<file path="src/hw/rtl/jmhp_pkg.sv">
package jmhp_pkg;

    // Marker bytes of the file syntax.
    localparam logic [7:0] MARK_PREFIX = 8'hFF;
    localparam logic [7:0] SOI_CODE    = 8'hD8;
    localparam logic [7:0] APP0_CODE   = 8'hE0;
    localparam logic [7:0] DHT_CODE    = 8'hC4;
    localparam logic [7:0] JPG_CODE    = 8'hC8;
    localparam logic [7:0] DAC_CODE    = 8'hCC;

    // Fixed header sizes in bytes, length field included.
    localparam logic [3:0] SOF_HDR_LEN  = 4'd8;
    localparam logic [3:0] JFIF_HDR_LEN = 4'd14;
    localparam logic [3:0] GEN_HDR_LEN  = 4'd2;

    // Width of the packed result item.
    localparam int RESULT_BITS = 82;
    localparam int RESULT_TDATA_BITS = 88;

    typedef enum logic [2:0] {
        PH_START0,
        PH_START1,
        PH_MARK0,
        PH_MARK1,
        PH_HEADER,
        PH_SKIP,
        PH_DONE
    } parse_phase_t;

    // Start-of-frame codes: C0 through CF, except DHT, JPG and DAC.
    function automatic logic is_sof(input logic [7:0] code);
        logic in_range;
        in_range = (code[7:4] == 4'hC);
        return in_range && !(code inside {DHT_CODE, JPG_CODE, DAC_CODE});
    endfunction

endpackage

</file>
<file path="src/hw/rtl/jpeg_marker_header_parser.sv">
// Results are registered: a result item is presented in the cycle after the input item that causes it,
// or, while the output is busy, in the cycle after the result ahead of it has been taken.
// Throughput: one input item per cycle; input stalls only while two results wait.
// A waiting result moves to a spare register, so input is still taken behind it.
// Reset: aresetn is synchronous and active low; it clears the parser and both result slots.
// The parser also returns to its reset state after an item with s_tlast set.
module jpeg_marker_header_parser (
    input  logic        aclk,
    input  logic        aresetn,
    // Input stream: one byte of the file per item.
    input  logic        s_tvalid,
    output logic        s_tready,
    input  logic [7:0]  s_tdata,   // [7:0] in_byte
    input  logic        s_tlast,   // stream_last: final byte of the file
    // Result stream: one item per file.
    output logic        m_tvalid,
    input  logic        m_tready,
    // [0] parse_status, [16:1] image_height, [32:17] image_width,
    // [40:33] component_count, [41] jfif_present, [49:42] density_unit,
    // [65:50] x_density, [81:66] y_density, [87:82] zero
    output logic [jmhp_pkg::RESULT_TDATA_BITS-1:0] m_tdata
);
    import jmhp_pkg::*;

    // Parser state.
    parse_phase_t phase_reg, phase_next;
    logic [3:0]   field_reg, field_next;
    logic [7:0]   marker_reg, marker_next;
    logic [15:0]  seg_len_reg, seg_len_next;
    logic [15:0]  skip_reg, skip_next;
    logic [39:0]  capture_reg, capture_next;

    // Captured header values.
    logic [15:0]  height_reg, height_next;
    logic [15:0]  width_reg, width_next;
    logic [7:0]   comps_reg, comps_next;
    logic [7:0]   unit_reg, unit_next;
    logic [15:0]  xdens_reg, xdens_next;
    logic [15:0]  ydens_reg, ydens_next;
    logic         sof_seen_reg, sof_seen_next;
    logic         jfif_seen_reg, jfif_seen_next;

    // Output register and the spare slot behind it.
    logic                   m_valid_reg;
    logic [RESULT_BITS-1:0] m_data_reg;
    logic                   spare_valid_reg;
    logic [RESULT_BITS-1:0] spare_data_reg;
    logic [RESULT_BITS-1:0] result_word;
    logic                   out_free;

    logic       s_accept;
    logic       fail;
    logic       stop;
    logic       emit;
    logic       marker_sof;
    logic       marker_jfif;
    logic [3:0] hdr_len;
    logic [4:0] field_plus_one;
    logic [15:0] skip_dec;

    // A byte may enter whenever the spare slot is empty. Each byte produces at
    // most one result, so a new result always finds a free slot.
    assign out_free = !m_valid_reg || m_tready;
    assign s_tready = !spare_valid_reg;
    assign s_accept = s_tvalid && s_tready;

    // Header size depends on the marker: an APP0 is read in full only until
    // the first one has been taken.
    assign marker_sof  = is_sof(marker_reg);
    assign marker_jfif = (marker_reg == APP0_CODE) && !jfif_seen_reg;
    assign hdr_len     = marker_sof  ? SOF_HDR_LEN :
                         marker_jfif ? JFIF_HDR_LEN : GEN_HDR_LEN;
    assign field_plus_one = {1'b0, field_reg} + 5'd1;
    assign skip_dec = (skip_reg != 16'd0) ? (skip_reg - 16'd1) : skip_reg;

    always_comb begin
        phase_next     = phase_reg;
        field_next     = field_reg;
        marker_next    = marker_reg;
        seg_len_next   = seg_len_reg;
        skip_next      = skip_reg;
        capture_next   = capture_reg;
        height_next    = height_reg;
        width_next     = width_reg;
        comps_next     = comps_reg;
        unit_next      = unit_reg;
        xdens_next     = xdens_reg;
        ydens_next     = ydens_reg;
        sof_seen_next  = sof_seen_reg;
        jfif_seen_next = jfif_seen_reg;
        fail           = 1'b0;
        stop           = 1'b0;

        case (phase_reg)
            PH_START0: begin
                if (s_tdata == MARK_PREFIX) begin
                    phase_next = PH_START1;
                end else begin
                    fail = 1'b1;
                end
            end
            PH_START1: begin
                if (s_tdata == SOI_CODE) begin
                    phase_next = PH_MARK0;
                end else begin
                    fail = 1'b1;
                end
            end
            PH_MARK0: begin
                if (s_tdata == MARK_PREFIX) begin
                    phase_next = PH_MARK1;
                end else begin
                    fail = 1'b1;
                end
            end
            PH_MARK1: begin
                marker_next = s_tdata;
                field_next  = 4'd0;
                phase_next  = PH_HEADER;
            end
            PH_HEADER: begin
                // The first two bytes are the big-endian length; the last five
                // bytes of the header are the fields that get captured.
                if (field_reg < 4'd2) begin
                    seg_len_next = {seg_len_reg[7:0], s_tdata};
                end
                capture_next = {capture_reg[31:0], s_tdata};
                if (field_plus_one >= {1'b0, hdr_len}) begin
                    if (seg_len_next < {12'd0, hdr_len}) begin
                        fail = 1'b1;
                    end else begin
                        if (marker_sof) begin
                            height_next   = capture_next[39:24];
                            width_next    = capture_next[23:8];
                            comps_next    = capture_next[7:0];
                            sof_seen_next = 1'b1;
                        end else if (marker_jfif) begin
                            unit_next      = capture_next[39:32];
                            xdens_next     = capture_next[31:16];
                            ydens_next     = capture_next[15:0];
                            jfif_seen_next = 1'b1;
                        end
                        skip_next  = seg_len_next - {12'd0, hdr_len};
                        field_next = 4'd0;
                        if (sof_seen_next && jfif_seen_next) begin
                            stop = 1'b1;
                        end else if (skip_next == 16'd0) begin
                            phase_next = PH_MARK0;
                        end else begin
                            phase_next = PH_SKIP;
                        end
                    end
                end else begin
                    field_next = field_plus_one[3:0];
                end
            end
            PH_SKIP: begin
                skip_next = skip_dec;
                if (skip_dec == 16'd0) begin
                    phase_next = PH_MARK0;
                end
            end
            PH_DONE: begin
                // Bytes after the result are dropped until the end of the file.
            end
            default: begin
                phase_next = PH_DONE;
            end
        endcase

        if (fail || stop) begin
            phase_next = PH_DONE;
        end

        // The result reflects whatever this byte has committed.
        result_word = {ydens_next, xdens_next, unit_next, jfif_seen_next,
                       comps_next, width_next, height_next, !sof_seen_next};

        // The last byte of a file returns the parser to its reset state.
        if (s_tlast) begin
            phase_next     = PH_START0;
            field_next     = 4'd0;
            marker_next    = 8'd0;
            seg_len_next   = 16'd0;
            skip_next      = 16'd0;
            height_next    = 16'd0;
            width_next     = 16'd0;
            comps_next     = 8'd0;
            unit_next      = 8'd0;
            xdens_next     = 16'd0;
            ydens_next     = 16'd0;
            sof_seen_next  = 1'b0;
            jfif_seen_next = 1'b0;
        end
    end

    // One result per file: on an error, on both headers found, or at the end
    // of the stream, whichever comes first.
    assign emit = s_accept && (fail || stop || s_tlast) && (phase_reg != PH_DONE);

    always_ff @(posedge aclk) begin
        if (!aresetn) begin
            phase_reg     <= PH_START0;
            field_reg     <= 4'd0;
            marker_reg    <= 8'd0;
            seg_len_reg   <= 16'd0;
            skip_reg      <= 16'd0;
            height_reg    <= 16'd0;
            width_reg     <= 16'd0;
            comps_reg     <= 8'd0;
            unit_reg      <= 8'd0;
            xdens_reg     <= 16'd0;
            ydens_reg     <= 16'd0;
            sof_seen_reg  <= 1'b0;
            jfif_seen_reg <= 1'b0;
        end else if (s_accept) begin
            phase_reg     <= phase_next;
            field_reg     <= field_next;
            marker_reg    <= marker_next;
            seg_len_reg   <= seg_len_next;
            skip_reg      <= skip_next;
            height_reg    <= height_next;
            width_reg     <= width_next;
            comps_reg     <= comps_next;
            unit_reg      <= unit_next;
            xdens_reg     <= xdens_next;
            ydens_reg     <= ydens_next;
            sof_seen_reg  <= sof_seen_next;
            jfif_seen_reg <= jfif_seen_next;
        end
    end

    // The capture shift register is always refilled before it is read.
    always_ff @(posedge aclk) begin
        if (s_accept) begin
            capture_reg <= capture_next;
        end
    end

    // A result that cannot go out at once waits in the spare slot. The spare
    // slot is older than any new result, so it moves out first. A new result
    // never arrives while the spare slot is full, because input is held then.
    always_ff @(posedge aclk) begin
        if (!aresetn) begin
            m_valid_reg     <= 1'b0;
            spare_valid_reg <= 1'b0;
        end else if (out_free) begin
            if (spare_valid_reg) begin
                m_valid_reg     <= 1'b1;
                spare_valid_reg <= 1'b0;
            end else begin
                m_valid_reg <= emit;
            end
        end else if (emit) begin
            spare_valid_reg <= 1'b1;
        end
    end

    always_ff @(posedge aclk) begin
        if (out_free) begin
            if (spare_valid_reg) begin
                m_data_reg <= spare_data_reg;
            end else if (emit) begin
                m_data_reg <= result_word;
            end
        end else if (emit) begin
            spare_data_reg <= result_word;
        end
    end

    assign m_tvalid = m_valid_reg;
    assign m_tdata  = {{(RESULT_TDATA_BITS - RESULT_BITS){1'b0}}, m_data_reg};

endmodule

</file>
<file path="config.mk">
export PLATFORM = sky130hd
export DESIGN_NAME = jpeg_marker_header_parser
export DESIGN_NICKNAME = d
export VERILOG_FILES = /design/src/hw/rtl/jmhp_pkg.sv /design/src/hw/rtl/jpeg_marker_header_parser.sv
export SDC_FILE = /design/constraint.sdc
export NUM_CORES = 1
export LEC_CHECK = 0
export BUFFER_PORTS_ARGS = -buffer_cell sky130_fd_sc_hd__buf_4
export CAP_MARGIN = 5
export CORE_UTILIZATION = 55
export CTS_BUF_LIST = sky130_fd_sc_hd__clkbuf_16
export CTS_CLUSTER_DIAMETER = 30
export CTS_CLUSTER_SIZE = 30
export DETAILED_ROUTE_END_ITERATION = 10
export PLACE_DENSITY = 0.84
export SETUP_SLACK_MARGIN = 0.2
export SYNTH_ARGS = -nofsm -noshare
export SYNTH_HDL_FRONTEND = slang
export SYNTH_SLANG_ARGS = --single-unit
</file>
<file path="constraint.sdc">
create_clock -name aclk -period 14.4 [get_ports aclk]
set_clock_uncertainty 0.15 [all_clocks]
set_input_delay 2.16 -clock aclk [delete_from_list [all_inputs] [get_ports aclk]]
set_output_delay 2.16 -clock aclk [all_outputs]
set_load 0.005 [all_outputs]
</file>
==> metrics.csv, run 1 <==
stage;metric;value;unit
logic_synthesis;synth-seq-cells;327;
clock_network;tritoncts;done;
grt;grt_usage;25.9;%
grt;antenna_found_initial;0;
pwr;p_int;1.92;mW
floorplan;die_h;163;µm
logic_synthesis;syn_area_per_cell;12.4;µm²
pwr;pwr-share-clk;53.2;%
logic_synthesis;ys.flop_type;edfxtp_1;
sta;rsz0062_at_grt;false;
routing;ant_nets;0;
floorplan;dieArea;26600;µm²
hold_path;hp-class;register to register;
logic_synthesis;synth_cell_types;70;
logic_synthesis;syn_area;14300;µm²
sta;period_share;39.3;%
logic_synthesis;synth_top_family_by_area;multiplexers;
layout;layout-drive-gt1-share;31.0;%
pwr;p_sw_share;23.8;%
floorplan;initial_utilization;56.3;%
critical_path;cpMostUsedCell;buf_4;
layout;diodes;0;
floorplan;io_pins;103;
logic_synthesis;synth-async-reset-ratio;0;%
routing;drt_iter0_drc;1074;
pwr;power_density;147;nW/µm²
logic_synthesis;yosys.area_share.simple;10.2;%
logic_synthesis;syn_inst;1153;
pwr;ir_drop;108;µV
critical_path;worstPathMaxFanout;82;
clock_network;clkTransAtPathRegs;0.06;ns
routing;wl_per_cell;21.2;µm
logic_synthesis;synth_compound_area_share;10.6;%
clock_network;insertion_delay;0.58;ns
clock_network;clock_sinks;327;
grt;grt_pass1_wl;53.9;mm
clock_network;cts_hold_buf;0;
clock_network;ctsResizeCount;0;
sta;fin_crit;5.66;ns
place;place_congestion;0.890;
critical_path;cpPeakStageDelay;0.76;ns
grt;grt_pass1_vias;9766;
sta;final-hold-violation-count;0;
critical_path;path_buf_inv;3;
floorplan;die_w;163;µm
layout;fin_area;17200;µm²
critical_path;worstSetupStartpointType;input port;
routing;drc;0;
layout;fin_nets;1266;
routing;vias;10000;
floorplan;num_rows;58;
layout;fin_util;67.7;%
logic_synthesis;synth_edf_count;196;
pwr;comb_power_share;5.3;%
pwr;p_leak;6.44;nW
routing;first_pass_iters;6;
critical_path;worstPathArrival;5.67;ns
clock_network;cts.path.max_buffers;3;
pwr;seqPwrFrac;41.5;%
sta;slew_viol_final;0;
clock_network;cts-buffers-inserted;54;
critical_path;crit_family;compound AO/OA/AOI/OAI gates;
sta;tightest_slew;1.16;ns
grt;grt_max_degree;97;
run;drv_cap;0;
clock_network;cts.htree.levels;2;
sta;fmax;177;MHz
layout;fillerInstances;1679;
routing;vias_per_cell;6.18;
sta;slew_headroom;21.9;%
clock_network;post_cts_buffers;0;
grt;grt_overflow_total;0;
logic_synthesis;yosys.area_share.adder;0.930;%
clock_network;cts.root.buffer_cell;clkbuf_16;
place;dpl_cell_area;15200;µm²
pwr;p_switching;0.599;mW
sta;finalSetupTns;0;ns
critical_path;rrSetupSlack;9.28;ns
logic_synthesis;synth_xor_area_share;1.17;%
run_status;status;finished, final reports clean;
critical_path;worstSetupPathType;input port to register;
logic_synthesis;yosys-mux-area-fraction;14.5;%
critical_path;required;14.41;ns
sta;setup_viol;0;
place;place_hpwl;20.0;mm
routing;wl;34.3;mm
critical_path;critPathCaptureType;register;
critical_path;worstPathCellList;buf_4 > mux2i_1 > inv_1 > ha_1 > a21oi_1 > and2_1 > o2111ai_1 > a311o_1 > nand3_1 > a31oi_1 > nor2b_4 > buf_4;
logic_synthesis;synth-seq-area-share;59.6;%
layout;syn_to_final_growth;20.2;%
place;port_buffers;96;
logic_synthesis;synth_warnings;0;
critical_path;crit_slowest_cell;buf_4;
floorplan;core_area;25300;µm²
[final cells by class]
class / count / area (µm²) / share of cell area [%]
Clock buffer: 56 / 1400 / 8.17
Clock inverter: 46 / 536 / 3.12
Inverter: 17 / 66.3 / 0.387
Multi-Input combinational cell: 734 / 5410 / 31.5
Sequential cell: 327 / 8510 / 49.6
Tap cell: 330 / 413 / 2.41
Timing Repair Buffer: 109 / 818 / 4.77
[worst register-to-register path: stages, from the launching register on]
cell       delay (ns)
dfxtp_1          0.33
nor4_1           0.49
nand3_1          0.20
nor2_1           0.27
nor2_1           0.14
ha_1             0.35
a21oi_1          0.24
and2_1           0.36
o2111ai_1        0.31
a311o_1          0.41
nand3_1          0.17
a31oi_1          0.21
nor2b_4          0.14
buf_4            0.76
[synthesized netlist by cell type, types with 3 or more instances]
| cell | n | share of area (%) |
|---|---|---|
| nor3_1 | 17 | 0.60 |
| o21bai_1 | 3 | 0.16 |
| nand2_1 | 30 | 0.79 |
| or4_1 | 6 | 0.32 |
| o21a_1 | 3 | 0.16 |
| nor2b_1 | 5 | 0.22 |
| mux2_2 | 165 | 13 |
| o21ai_1 | 4 | 0.14 |
| mux2i_1 | 19 | 1.3 |
| o211ai_1 | 13 | 0.68 |
| and3_1 | 4 | 0.18 |
| ha_1 | 9 | 0.79 |
| xor2_1 | 9 | 0.55 |
| dfxtp_1 | 131 | 18 |
| o31ai_1 | 4 | 0.21 |
| buf_2 | 10 | 0.35 |
| inv_1 | 17 | 0.45 |
| and2_1 | 4 | 0.18 |
| nor4_1 | 14 | 0.61 |
| nand4_1 | 5 | 0.22 |
| o2111ai_1 | 3 | 0.18 |
| a31oi_1 | 8 | 0.35 |
| a21oi_1 | 34 | 1.2 |
| o21ai_0 | 19 | 0.67 |
| nand3b_1 | 3 | 0.16 |
| nand3_1 | 19 | 0.67 |
| or3_1 | 10 | 0.44 |
| edfxtp_1 | 196 | 41 |
| buf_4 | 6 | 0.32 |
| nor2_1 | 158 | 4.2 |
| xnor2_1 | 10 | 0.61 |
| clkbuf_1 | 61 | 1.6 |
| a22oi_1 | 102 | 5.4 |
| a211oi_1 | 6 | 0.32 |
| nor3b_1 | 3 | 0.16 |
[power groups by stage]
stage                     registers (mW)  clock network [mW]  logic [mW]
after floorplan                     1.06                   0      0.0732
after global placement              1.06                   0       0.129
after detailed placement            1.06                   0       0.131
after CTS                           1.04                1.35       0.133
after global routing                1.05                1.40       0.144
final                               1.04                1.34       0.133
[layout by cell type, fill, tap and decap left out, drive strengths merged, types with 23 or more instances in the layout]
cell and n:
edfxtp 196, mux2 166, nor2 158, dfxtp 131
buf 109, a22oi 102, clkbuf 56, inv 37
a21oi 34, nand2 30, o21ai 23
[metrics by stage]
stage,setup slack [ns],hold WS (ns),total power [mW],std cells
floorplan,1.04,0.308,1.14,1158
global placement,8.42,0.323,1.19,1517
detailed placement,8.25,0.333,1.19,1517
CTS,8.81,0.350,2.53,1619
global route,8.52,0.374,2.59,1619
finish,8.74,0.345,2.52,1619
[cells by family (layout without fill, tap and decap cells)]
group           count (synthesis)  in the layout
fa+ha+maj                      10             10
flops                         327            327
compound gates                216            216
buf+inv                        97            228
xor+xnor                       19             19
mux                           185            185
simple gates                  298            298
other cells                     1              6
[metal layers]
layer	wire length, µm	GRT usage (%)	up-vias	share of wire [%]
met3	2370	4.14	81	6.9
li1	-	-	4523	-
met2	16600	41.8	469	48
met5	0	0	-	0
met1	14300	35.3	4928	42
met4	949	9.22	0	2.8
[path summary, 6_finish.rpt]
kind,to,from,depth (start not counted)
setup / recovery,m_data_reg[34],s_tdata[2],12
hold / removal,marker_reg[6],marker_reg[6],2
setup reg to reg,m_data_reg[34],marker_reg[1],13
hold reg to reg,marker_reg[6],marker_reg[6],2
Power figures use the tool's default switching activity.
==> run 2: changes to the inputs <==
CORE_UTILIZATION = 54   (was 55)
PLACE_DENSITY = 0.85   (was 0.84)
clock period = 5.2 ns   (was 14.4 ns; I/O delays follow)
==> metrics.csv, run 2 (synthesized netlist as in run 1, its figures left out) <==
stage;metric;value;unit;change
critical_path;cpPeakStageDelay;0.50;ns;was 0.76 ns
clock_network;ctsResizeCount;0;;unchanged
routing;wl;36.2;mm;was 34.3 mm
pwr;p_leak;6.48;nW;was 6.44 nW
clock_network;cts.root.buffer_cell;clkbuf_16;;unchanged
grt;grtUsageMet3;4.87;%;was 4.14%
routing;drt_iter0_drc;995;;was 1074
hold_path;hold_start;s_tdata[1];;was marker_reg[6]
grt;grt_max_degree;67;;was 97
layout;layout-drive-gt1-share;31.8;%;was 31.0%
sta;rsz0062_at_grt;false;;unchanged
critical_path;required;5.56;ns;was 14.41 ns
layout;syn_to_final_growth;21.3;%;was 20.2%
critical_path;r2r_start;marker_reg[1];;unchanged
grt;grt_busiest_layer;met2;;unchanged
layout;final_common_cell;edfxtp_1;;unchanged
layout;multiInputGateArea;5460;µm²;was 5410 µm²
place;port_buffers;96;;unchanged
clock_network;cts-buffers-inserted;55;;was 54
sta;setup_viol;0;;unchanged
hold_path;hp-class;input port to register;;was register to register
floorplan;initial_utilization;54.9;%;was 56.3%
layout;regArea;8510;µm²;about the same
critical_path;worstPathCellList;nor4_1 > nand3_1 > nor2_1 > nor2_1 > ha_4 > a21oi_2 > and2_1 > o2111ai_4 > nand3_1 > nor2_4 > buf_4 > o21ai_2 > buf_4 > a22oi_1 > nor2_1;;was buf_4 > mux2i_1 > inv_1 > ha_1 > a21oi_1 > and2_1 > o2111ai_1 > a311o_1 > nand3_1 > a31oi_1 > nor2b_4 > buf_4
floorplan;io_pins;103;;unchanged
sta;finalSetupTns;0;ns;unchanged
grt;grtUsageMet2;43.9;%;was 41.8%
clock_network;insertion_delay;0.60;ns;was 0.58 ns
pwr;power_density;405;nW/µm²;was 147 nW/µm²
routing;first_pass_iters;6;;unchanged
grt;grt_pass1_wl;56.4;mm;was 53.9 mm
routing;drc;0;;unchanged
routing;wl_per_cell;22.2;µm;was 21.2 µm
critical_path;crit_slowest_cell;nor4_1;;was buf_4
run;drv_cap;0;;unchanged
sta;slew_viol_final;0;;unchanged
place;place_inst;1528;;was 1517
place;place_congestion;0.848;;was 0.890
grt;grt_use_met1;35.4;%;was 35.3%
floorplan;die_w;165;µm;was 163 µm
clock_network;tritoncts;done;;unchanged
critical_path;worstPathMaxFanout;30;;was 82
floorplan;die_h;165;µm;was 163 µm
routing;vias;10200;;was 10000
sta;final-hold-violation-count;0;;unchanged
clock_network;cts.htree.levels;2;;unchanged
critical_path;worstSetupStartpointType;register;;was input port
critical_path;critPathCaptureType;register;;unchanged
critical_path;cpMostUsedCell;nor2_1;;was buf_4
grt;grt_pass1_vias;10200;;was 9766
critical_path;startpoint;marker_reg[1];;was s_tdata[2]
place;place_hpwl;20.5;mm;was 20.0 mm
floorplan;num_rows;59;;was 58
grt;grt_overflow_total;0;;unchanged
sta;tightest_slew;1.05;ns;was 1.16 ns
routing;ant_nets;0;;unchanged
clock_network;cts.path.max_buffers;3;;unchanged
layout;final_cells;1632;;was 1619
clock_network;post_cts_buffers;0;;unchanged
sta;slew_headroom;30.1;%;was 21.9%
floorplan;core_area;26000;µm²;was 25300 µm²
sta;fmax;223;MHz;
layout;layout_common_cells;196 x edfxtp_1, 165 x mux2_2, 156 x nor2_1, 130 x dfxtp_1, 111 x buf_4;;was 196 x edfxtp_1, 165 x mux2_2, 156 x nor2_1, 131 x dfxtp_1, 109 x buf_4
grt;antenna_found_initial;0;;unchanged
layout;diodes;0;;unchanged
clock_network;clock_sinks;327;;unchanged
run_status;status;finished, final reports clean;;unchanged
sta;fin_crit;4.49;ns;
place;dpl_cell_area;15400;µm²;was 15200 µm²
clock_network;cts_hold_buf;0;;unchanged
clock_network;clkTransAtPathRegs;0.06;ns;about the same
pwr;ir_drop;353;µV;was 108 µV
routing;vias_per_cell;6.23;;was 6.18
sta;period_share;86.3;%;
layout;fillerInstances;1736;;was 1679
floorplan;dieArea;27100;µm²;was 26600 µm²
critical_path;worstSetupPathType;register to register;;was input port to register
layout;fin_area;17300;µm²;was 17200 µm²
critical_path;worstPathArrival;4.84;ns;was 5.67 ns
layout;fin_nets;1273;;was 1266
grt;grt_usage;27.0;%;was 25.9%
-- run 2: worst paths after layout --
path         cells after the start  slack (ns)        endpoint
max reg2reg                     15        0.71   width_reg[12]
min reg2reg                      2        0.35    comps_reg[3]
min                              1        0.34  capture_reg[1]
max                             15        0.71   width_reg[12]
-- run 2: cell type report --
| cell class | count | area share (%) |
|---|---|---|
| sequential | 327 | 49.2 |
| inverter | 17 | 0.383 |
| clock inverter | 48 | 3.09 |
| multi-input combinational | 734 | 31.6 |
| tap | 335 | 2.42 |
| clock buffer | 56 | 8.10 |
| timing repair buffer | 115 | 5.28 |
-- run 2: critical path, delay by kind of cell (launching register included) --
kind	cells	cell delay [ns]
compound gates	4	0.95
fa+ha+maj	1	0.25
buf+inv	2	0.69
flops	1	0.34
simple gates	8	2.02
-- run 2: per-layer routing --
metal | part of all wire [%] | up-vias | routed length (µm)
met5 | 0 | - | 0
met4 | 3.1 | 0 | 1120
li1 | - | 4534 | -
met1 | 41 | 4952 | 14800
met3 | 7.8 | 103 | 2840
met2 | 48 | 583 | 17500
-- run 2: power breakdown --
part | leakage, nW | switching (mW) | total, mW | internal (mW)
Sequential | 2.88 | 0.0524 | 2.89 | 2.84
Clock | 0.948 | 1.35 | 3.73 | 2.38
Combinational | 2.66 | 0.238 | 0.387 | 0.149
Total | 6.48 | 1.64 | 7.01 | 5.37
-- run 2: stage by stage --
stage	hold slack, ns	util (%)	setup WS [ns]	total power [mW]
final	0.345	66.6	0.714	7.01
after global routing	0.323	66.6	0.420	7.20
after CTS	0.311	66.6	0.748	7.03
after detailed placement	0.333	59.1	0.833	3.32
after global placement	0.324	59.1	0.912	3.31
after floorplan	0.308	-	-0.756	3.14
